[src/sv/fwt2d_pkg.sv]
// Shared definitions for the two-dimensional Fenwick tree core.
// Holds field widths, operation and register codes, the sequencer control
// struct and the lowest-set-bit helper. No dependencies.
package fwt2d_pkg;

  localparam int FWT2D_MAX_ROWS = 64;
  localparam int FWT2D_MAX_COLS = 64;

  localparam int DATA_W    = 64;
  localparam int COORD_W   = 7;
  localparam int WALK_W    = 8;  // walk index, wide enough for i + lowbit(i)
  localparam int MODE_W    = 2;
  localparam int CFG_IDX_W = 8;
  localparam int IN_TDATA_W  = 96;
  localparam int OUT_TDATA_W = 64;

  localparam logic [MODE_W-1:0] MODE_ADD    = 2'd0;
  localparam logic [MODE_W-1:0] MODE_PREFIX = 2'd1;
  localparam logic [MODE_W-1:0] MODE_RECT   = 2'd2;
  localparam logic [MODE_W-1:0] MODE_WHOLE  = 2'd3;

  localparam logic [CFG_IDX_W-1:0] CFG_ROWS_IN_USE = 8'd0;
  localparam logic [CFG_IDX_W-1:0] CFG_COLS_IN_USE = 8'd1;

  typedef struct packed {
    logic start;    // item accepted, clear the accumulator
    logic rd;       // memory read this cycle
    logic acc;      // read data is to be accumulated next cycle
    logic rd_neg;   // accumulate with negative sign
    logic wr;       // memory write this cycle
    logic wr_zero;  // write data is zero (clearing pass)
    logic fin;      // result is loaded into the output register
    logic err;      // result carries the out-of-range status
  } fwt2d_ctl_t;

  function automatic logic [WALK_W-1:0] low_bit(input logic [WALK_W-1:0] v);
    low_bit = v & (~v + 1'b1);
  endfunction

endpackage

[src/sv/fwt2d_seq.sv]
// Operation sequencer: clearing pass, prefix walks and point-add updates.
// Generates cell addresses and per-cycle control; depends on fwt2d_pkg.
module fwt2d_seq
  import fwt2d_pkg::*;
#(
  parameter int MAX_ROWS = FWT2D_MAX_ROWS,
  parameter int MAX_COLS = FWT2D_MAX_COLS,
  parameter int AW       = ((MAX_ROWS * MAX_COLS) > 1) ? $clog2(MAX_ROWS * MAX_COLS) : 1
) (
  input  logic               clk,
  input  logic               rst_n,
  input  logic               cfg_clear,
  input  logic               in_valid,
  output logic               in_ready,
  input  logic [MODE_W-1:0]  mode,
  input  logic [COORD_W-1:0] row_lo,
  input  logic [COORD_W-1:0] col_lo,
  input  logic [COORD_W-1:0] row_hi,
  input  logic [COORD_W-1:0] col_hi,
  input  logic [COORD_W-1:0] rows,
  input  logic [COORD_W-1:0] cols,
  input  logic               out_free,
  output logic [AW-1:0]      ram_addr,
  output fwt2d_ctl_t         ctl
);

  localparam int DEPTH = MAX_ROWS * MAX_COLS;
  localparam logic [AW-1:0] CLR_LAST = AW'(DEPTH - 1);

  typedef enum logic [5:0] {
    S_CLEAR  = 6'b000001,
    S_IDLE   = 6'b000010,
    S_WALK   = 6'b000100,
    S_ADD_RD = 6'b001000,
    S_ADD_WR = 6'b010000,
    S_DONE   = 6'b100000
  } seq_state_t;

  seq_state_t         state_r, state_nxt;
  logic [AW-1:0]      clr_r, clr_nxt;
  logic [WALK_W-1:0]  i_r, i_nxt, j_r, j_nxt, cstart_r, cstart_nxt;
  logic [COORD_W-1:0] ra_r, ra_nxt, rb_r, rb_nxt, ca_r, ca_nxt, cb_r, cb_nxt;
  logic [1:0]         widx_r, widx_nxt;
  logic               quad_r, quad_nxt;
  logic               err_r, err_nxt;

  logic [WALK_W-1:0]  rows_w, cols_w, rhi_w, chi_w, rlo_w, clo_w;
  logic [WALK_W-1:0]  j_dn, i_dn, j_up, i_up;
  logic [1:0]         widx_inc;
  logic [WALK_W-1:0]  nrow, ncol;
  logic [31:0]        cell_addr;

  assign rows_w = WALK_W'(rows);
  assign cols_w = WALK_W'(cols);
  assign rhi_w  = WALK_W'(row_hi);
  assign chi_w  = WALK_W'(col_hi);
  assign rlo_w  = WALK_W'(row_lo);
  assign clo_w  = WALK_W'(col_lo);

  assign j_dn = j_r - low_bit(j_r);
  assign i_dn = i_r - low_bit(i_r);
  assign j_up = j_r + low_bit(j_r);
  assign i_up = i_r + low_bit(i_r);

  // Walk k of a rectangle: bit 0 picks the lower row bound, bit 1 the lower column bound.
  assign widx_inc = widx_r + 2'd1;
  assign nrow = WALK_W'(widx_inc[0] ? rb_r : ra_r);
  assign ncol = WALK_W'(widx_inc[1] ? cb_r : ca_r);

  assign cell_addr = (32'(i_r) - 32'd1) * 32'(MAX_COLS) + 32'(j_r) - 32'd1;
  assign ram_addr  = (state_r == S_CLEAR) ? clr_r : cell_addr[AW-1:0];
  assign in_ready  = (state_r == S_IDLE);

  always_comb begin
    state_nxt  = state_r;
    clr_nxt    = clr_r;
    i_nxt      = i_r;
    j_nxt      = j_r;
    cstart_nxt = cstart_r;
    ra_nxt     = ra_r;
    rb_nxt     = rb_r;
    ca_nxt     = ca_r;
    cb_nxt     = cb_r;
    widx_nxt   = widx_r;
    quad_nxt   = quad_r;
    err_nxt    = err_r;
    ctl        = '0;

    case (state_r)
      S_CLEAR: begin
        ctl.wr      = 1'b1;
        ctl.wr_zero = 1'b1;
        clr_nxt     = clr_r + AW'(1);
        if (clr_r == CLR_LAST) begin
          state_nxt = S_IDLE;
        end
      end
      S_IDLE: begin
        if (in_valid) begin
          ctl.start = 1'b1;
          err_nxt   = 1'b0;
          quad_nxt  = 1'b0;
          widx_nxt  = 2'd0;
          ra_nxt    = row_hi;
          ca_nxt    = col_hi;
          rb_nxt    = row_lo - 7'd1;
          cb_nxt    = col_lo - 7'd1;
          i_nxt     = rhi_w;
          j_nxt     = chi_w;
          cstart_nxt = chi_w;
          case (mode)
            MODE_ADD: begin
              if (row_hi != '0 && rhi_w <= rows_w && col_hi != '0 && chi_w <= cols_w) begin
                state_nxt = S_ADD_RD;
              end else begin
                err_nxt   = 1'b1;
                state_nxt = S_DONE;
              end
            end
            MODE_PREFIX: begin
              if (rhi_w <= rows_w && chi_w <= cols_w) begin
                state_nxt = S_WALK;
              end else begin
                err_nxt   = 1'b1;
                state_nxt = S_DONE;
              end
            end
            MODE_RECT: begin
              quad_nxt = 1'b1;
              if (row_lo != '0 && rlo_w <= rhi_w && rhi_w <= rows_w &&
                  col_lo != '0 && clo_w <= chi_w && chi_w <= cols_w) begin
                state_nxt = S_WALK;
              end else begin
                err_nxt   = 1'b1;
                state_nxt = S_DONE;
              end
            end
            MODE_WHOLE: begin
              ra_nxt     = rows;
              ca_nxt     = cols;
              i_nxt      = rows_w;
              j_nxt      = cols_w;
              cstart_nxt = cols_w;
              state_nxt  = S_WALK;
            end
            default: begin
              err_nxt   = 1'b1;
              state_nxt = S_DONE;
            end
          endcase
        end
      end
      S_WALK: begin
        if (i_r == '0 || j_r == '0) begin
          // End of one prefix walk; the last read is being accumulated in this cycle.
          if (quad_r && widx_r != 2'd3) begin
            widx_nxt   = widx_inc;
            i_nxt      = nrow;
            j_nxt      = ncol;
            cstart_nxt = ncol;
          end else begin
            state_nxt = S_DONE;
          end
        end else begin
          ctl.rd     = 1'b1;
          ctl.acc    = 1'b1;
          ctl.rd_neg = (widx_r == 2'd1) || (widx_r == 2'd2);
          if (j_dn == '0) begin
            i_nxt = i_dn;
            j_nxt = cstart_r;
          end else begin
            j_nxt = j_dn;
          end
        end
      end
      S_ADD_RD: begin
        ctl.rd    = 1'b1;
        state_nxt = S_ADD_WR;
      end
      S_ADD_WR: begin
        ctl.wr    = 1'b1;
        state_nxt = S_ADD_RD;
        if (j_up > cols_w) begin
          i_nxt = i_up;
          j_nxt = cstart_r;
          if (i_up > rows_w) begin
            state_nxt = S_DONE;
          end
        end else begin
          j_nxt = j_up;
        end
      end
      S_DONE: begin
        if (out_free) begin
          ctl.fin   = 1'b1;
          ctl.err   = err_r;
          state_nxt = S_IDLE;
        end
      end
      default: begin
        state_nxt = S_IDLE;
      end
    endcase

    if (cfg_clear) begin
      state_nxt = S_CLEAR;
      clr_nxt   = '0;
    end
  end

  always_ff @(posedge clk) begin
    if (!rst_n) begin
      state_r <= S_CLEAR;
      clr_r   <= '0;
    end else begin
      state_r <= state_nxt;
      clr_r   <= clr_nxt;
    end
  end

  always_ff @(posedge clk) begin
    i_r      <= i_nxt;
    j_r      <= j_nxt;
    cstart_r <= cstart_nxt;
    ra_r     <= ra_nxt;
    rb_r     <= rb_nxt;
    ca_r     <= ca_nxt;
    cb_r     <= cb_nxt;
    widx_r   <= widx_nxt;
    quad_r   <= quad_nxt;
    err_r    <= err_nxt;
  end

endmodule

[config.mk]
export PLATFORM = sky130hd
export DESIGN_NAME = fwt2d_seq
export DESIGN_NICKNAME = d
export VERILOG_FILES = /design/src/sv/fwt2d_pkg.sv /design/src/sv/fwt2d_seq.sv
export SDC_FILE = /design/constraint.sdc
export NUM_CORES = 1
export LEC_CHECK = 0
export BUFFER_PORTS_ARGS = -buffer_cell sky130_fd_sc_hd__buf_4
export CORE_MARGIN = 1.5
export CORE_UTILIZATION = 54
export CTS_CLUSTER_SIZE = 28
export DETAILED_ROUTE_END_ITERATION = 6
export MAX_ROUTING_LAYER = met4
export PLACE_DENSITY_LB_ADDON = 0.25
export SLEW_MARGIN = 40
export SYNTH_ARGS = -nofsm -noshare
export SYNTH_HDL_FRONTEND = slang
export SYNTH_SLANG_ARGS = --single-unit
[constraint.sdc]
create_clock -name clk -period 3.11 [get_ports clk]
set_input_delay 0.622 -clock clk [delete_from_list [all_inputs] [get_ports clk]]
set_output_delay 0.622 -clock clk [all_outputs]
set_load 0.01 [all_outputs]
Yosys cells after proc, flatten, opt, wreduce, memory -nomap -nowiden
Cells that the tools add are included.
- $add $sub $neg: 13
- multiplexer cells: 51
- bitwise logic cells: 5
- reduce and logical (&&, ||, !) cells: 29
- equal/unequal tests: 22
- order comparisons: 6
- operator list (operator ; number):
    2-to-1 mux 8 bit ; 11
    2-to-1 mux 6 bit ; 10
    one-hot mux 8 bit (3 select lines) ; 2
    2-to-1 mux 7 bit ; 6
    one-hot mux 6 bit (6 select lines) ; 1
    less-or-equal comparator 7 bit ; 4
    nonzero test 7 bit ; 4
    zero test 8 bit ; 3
    one-hot mux 6 bit (4 select lines) ; 1
    adder 8 x 1 -> 8 bit, second input constant ; 2
    adder 8 bit ; 2
    bitwise AND 8 bit ; 2
    > comparator 8 x 7 -> 1 bit ; 2
    NOT 8 bit ; 2
    one-hot mux 8 bit (2 select lines) ; 1
    subtractor 8 bit ; 2
    inequality test 2 bit, second input constant ; 7
    subtractor 7 x 1 -> 7 bit, second input constant ; 2
    adder 12 x 1 -> 12 bit, second input constant ; 1
    adder 12 x 9 -> 12 bit ; 1
    == test 12 bit, second input constant ; 1
    2-to-1 mux 12 bit ; 1
    2-to-1 mux 2 bit ; 6
    subtractor 12 x 2 -> 12 bit, second input constant ; 1
    other kinds (28) ; 51
- bits of input ports: 49
- bits in registers: 74
- output and inout port bits: 21
- logic and storage cells: 138

Depth between registers and ports, before layout
- depth in word-level cells: 10
- gate-level depth with buffers: 17

Worst setup path before layout
Ideal clock, no wire load.
- path type: register to register
- start: register j_r[2]
- end: register i_r[0] (enable)
- data required time: 2740 ps
- data arrival time: 3014 ps
- clock period less this slack: 3384 ps
- cell stages (with the launch flop): 14
- setup slack: -274 ps
- cells stage by stage: edfxtp_1 -> inv_1 -> ha_1 -> nand3b_1 -> and2_1 -> a221o_1 -> xor2_1 -> ha_1 -> nand3_1 -> a21oi_1 -> o22ai_1 -> o311a_1 -> and2_1 -> nor2_1
- longest elaborated chain between the ends: 7
- elaborated cells on any way between the ends: 13
- those cells by class: 3 x add/sub; 1 x order compare; 3 x eq/ne; 2 x bitwise; 4 x reduce/logical
- ends and longest elaborated chain (item ; RTL line ; text):
    start, declared ; fwt2d_seq.sv:41 ; logic [WALK_W-1:0] i_r, i_nxt, j_r, j_nxt, cstart_r, cstart_nxt;
    start signal, assigned ; fwt2d_seq.sv:223 ; j_r <= j_nxt;
    NOT 8 bit ; fwt2d_pkg.sv:37 ; low_bit = v & (~v + 1'b1);
    adder 8 x 1 -> 8 bit ; fwt2d_pkg.sv:37 ;
    bitwise AND 8 bit ; fwt2d_pkg.sv:37 ;
    adder 8 bit / subtractor 8 bit (equally long branches) ; fwt2d_seq.sv:62, fwt2d_seq.sv:60 ;
    > comparator 8 x 7 -> 1 bit / zero test 8 bit (equally long branches) ; fwt2d_seq.sv:183, fwt2d_seq.sv:168 ;
    inequality test 2 bit (no line) / inequality test 3 bit (equally long branches) ; - ;
    AND reduction 5 bit (no line) (*) ; - ;
    end signal, assigned ; fwt2d_seq.sv:222 ; i_r <= i_nxt;
    end, declared ; fwt2d_seq.sv:41 ;
Mark *: on every way between the ends. The rest lies on a longest branch, timed or not.
A chain may end at the register's enable or synchronous reset.

Final worst setup path
- start: register j_r[0]
- end: register j_r[2] (data pin)
- longest elaborated chain between the ends: 8
- elaborated cells on any way between the ends: 13
- those cells by class: 3 x add/sub; 1 x order compare; 4 x mux; 2 x bitwise; 3 x reduce/logical
- ends and longest elaborated chain (item ; RTL line ; text):
    branches (longest 7 deep; another with adder 8 x 1 -> 8 bit) ; - ;
    one-hot mux 8 bit (3 select lines) (*) ; fwt2d_seq.sv:89 ; case (state_r)
    via j_nxt[2] ; fwt2d_seq.sv:41 ;
Mark *: on every way through the listed nets, which the timed path passes.

==> flow_metrics.tcl <==
set metrics [dict create \
    yosys_warnings 0 \
    drc 0 \
    status "finished with violations" \
    cts-hold-fix-buffers 0 \
    cp-end-kind "flop" \
    ant_nets 0 \
    core-area_um2 11300 \
    synth_edf_count 55 \
    grt_usage 0.307 \
    vias 5927 \
    critical_path_peak_fanout 5 \
    cpPeakStageDelay_ns 0.49 \
    setup_viol 20 \
    layout_min_cycle_time_ns 3.32 \
    worst-slew-pin-transition_ns 0.766 \
    wl_per_cell_um 18.1 \
    required_ns 3.20 \
    cp_num_cells 12 \
    globalplace.congestion 0.959 \
    finalPower_uw 2290 \
    dieArea_um2 12200 \
    crit_chain "buf_6 -> nand3b_1 -> and2_1 -> a221o_1 -> xor2_2 -> ha_1 -> a21o_1 -> o22ai_2 -> o311a_1 -> nand2b_4 -> o31ai_2 -> a221o_1" \
    netlist_instances 700 \
    cts_tree "built" \
    vias_per_cell 5.99 \
    worst_slack_ns -0.214 \
    layout_commonest_cell "buf_4" \
    dieHeight_um 110 \
    yosysSeqAreaShare 0.323 \
    worstRegToRegCells 12 \
    drive_above_1_share 0.298 \
    multiInputGateArea_um2 4260 \
    num_io_pins 70 \
    antenna_cells 0 \
    synthToLayoutAreaGrowth_pct 30.2 \
    hold_viol 0 \
    stdcell_area_um2 8100 \
    drtPass1Iterations 5 \
    dpl.hpwl_mm 13.4 \
    synth_seq_cells 73 \
    min_path_type "flop to flop" \
    cp_top_family "compound AO/OA/AOI/OAI gates" \
    grt_max_degree 31 \
    port_buffers 69 \
    synth.distinct_cells 72 \
    grt_setup_unrepaired "true" \
    leakage_uw 0.00349 \
    clock_latency_ns 0.35 \
    max-vdd-ir-drop_mv 0.344 \
    final_cell_mix "149 x buf_4, 67 x nand2_1, 60 x ha_1" \
    rows 39 \
    worstPathArrival_ns 3.42 \
    die_x_um 110 \
    finalMaxSlewViolations 0 \
    start_kind "flop" \
    seqCellArea_um2 2010 \
    synthArstFlopShare 0 \
    dpl-instance-area_um2 7300 \
    initial_utilization 0.550 \
    timing.critical_path.mode_cell "a221o_1" \
    min_period_over_period 1.07 \
    fmax_ghz 0.301 \
    whs_path_depth 2 \
    grt_pass1_vias 5855 \
    relSlewSlack 0.489 \
    stdcell_count 990 \
    clock-sinks 73 \
    tns_ns -2.03 \
    crit_type "flop to flop" \
    cts_max_path_buffers 2 \
    ys.flop_type "edfxtp_1" \
    clock-root-buffer "clkbuf_16" \
    syn_area_per_cell_um2 8.89 \
    cp_num_buf_inv 1 \
    fin_nets 967 \
    cts_buffers 9 \
    drtIter0Drc 536 \
    grt_first_pass_wirelength_mm 27.7 \
    cp_slowest_cell "edfxtp_1" \
    n_fill_cell 839 \
    violations "negative setup slack" \
    powerDensity_nw_per_um2 282 \
    syn_area_um2 6220 \
    fin_worst_skew_ns 0.00921 \
    htree_levels 3 \
    cap_violations 0 \
    antenna_found_initial 0 \
    place_ws_ns -0.269 \
    gr-total-overflow 0 \
    clkSlewWorstSetupHoldPaths_ns 0.06 \
    routed_wl_mm 17.9 \
    syn_nets 825 \
    place_inst 949 \
]
-- cell families (layout without fill, tap and decap cells) --
kind of cell    count (synthesis)  count (layout)  synth area share
compound gates                168             168             0.181
xor+xnor                       35              35            0.0492
fa+ha+maj                      76              76             0.154
buf+inv                        86             233            0.0551
flops                          73              73             0.323
mux                            26              26            0.0438
simple gates                  236             236             0.194
-- cells in the mapped netlist (5+ instances only) --
master | count | area [um^2]
a21o_1 | 8 | 60.1
o21a_1 | 6 | 45.0
a22oi_1 | 5 | 37.5
edfxtp_1 | 55 | 1650
nand2b_1 | 8 | 50.1
or3_1 | 7 | 43.8
nor3_1 | 12 | 60.1
nor2_1 | 51 | 191
mux2i_1 | 19 | 190
mux2_2 | 6 | 67.6
a221o_1 | 8 | 80.1
nor2b_1 | 6 | 37.5
nand4_1 | 12 | 75.1
a211oi_1 | 12 | 90.1
nand2_1 | 72 | 270
nand3b_1 | 13 | 97.6
and2_1 | 9 | 56.3
o21ai_0 | 38 | 190
a21oi_1 | 42 | 210
dfxtp_1 | 18 | 360
nand3_1 | 16 | 80.1
o31ai_1 | 8 | 60.1
nor4_1 | 6 | 37.5
ha_1 | 75 | 938
inv_1 | 65 | 244
xnor2_1 | 16 | 140
clkbuf_1 | 11 | 41.3
xor2_1 | 19 | 166
-- worst min-delay path, cell delays in order, from the launching register on --
cell,delay [ns]
dfxtp_1,0.34
nand2_1,0.07
a21oi_1,0.05
-- power by group --
group	internal (uW)	switching [uW]
combinational	130	147
clock	542	413
sequential	1050	1.46
total	1720	562
-- flip-flops by register name, summed over array words and instances (netlist names) --
signal / flops
cb_r: 7
widx_r: 2
state_r: 6
quad_r: 1
rb_r: 7
j_r: 8
i_r: 8
clr_r: 12
ra_r: 7
cstart_r: 7
ca_r: 7
err_r: 1
-- worst paths after layout --
kind                 start       end  slack [ns]
setup / recovery    j_r[0]    j_r[2]       -0.21
hold / removal    clr_r[1]  clr_r[1]        0.50
setup reg to reg    j_r[0]    j_r[2]       -0.21
hold reg to reg   clr_r[1]  clr_r[1]        0.50
-- metrics by stage --
stage	util	hold slack, ns
after global placement	0.645	0.485
after floorplan	-	0.467
after detailed placement	0.645	0.495
after global routing	0.716	0.540
after CTS	0.698	0.503
final	0.716	0.503
-- area by class of cell --
| class | instances | share of cell area |
|---|---|---|
| clock buffer | 13 | 0.0297 |
| clock inverter | 3 | 0.00263 |
| inverter | 66 | 0.0309 |
| multi-input combinational | 541 | 0.526 |
| sequential | 73 | 0.248 |
| tap | 143 | 0.0221 |
| timing repair buffer | 151 | 0.141 |
-- repair_timing --
item / in CTS / in global routing
setup buffers: 18 / 9
gates resized for setup: 51 / 30
pin swaps: 26 / 27
setup endpoints to repair: 24 / 24
-- routing by layer --
layer  routed length [um]  track usage  share of wire  vias to the layer above
met3                 1060       0.0635          0.059                       66
met5                    0            -              0                        -
met4                  626        0.125          0.035                        0
met1                 7470        0.354           0.42                     2773
li1                     -            -              -                     2831
met2                 8790        0.522           0.49                      257
No activity file was read; power rests on OpenSTA's default activity.
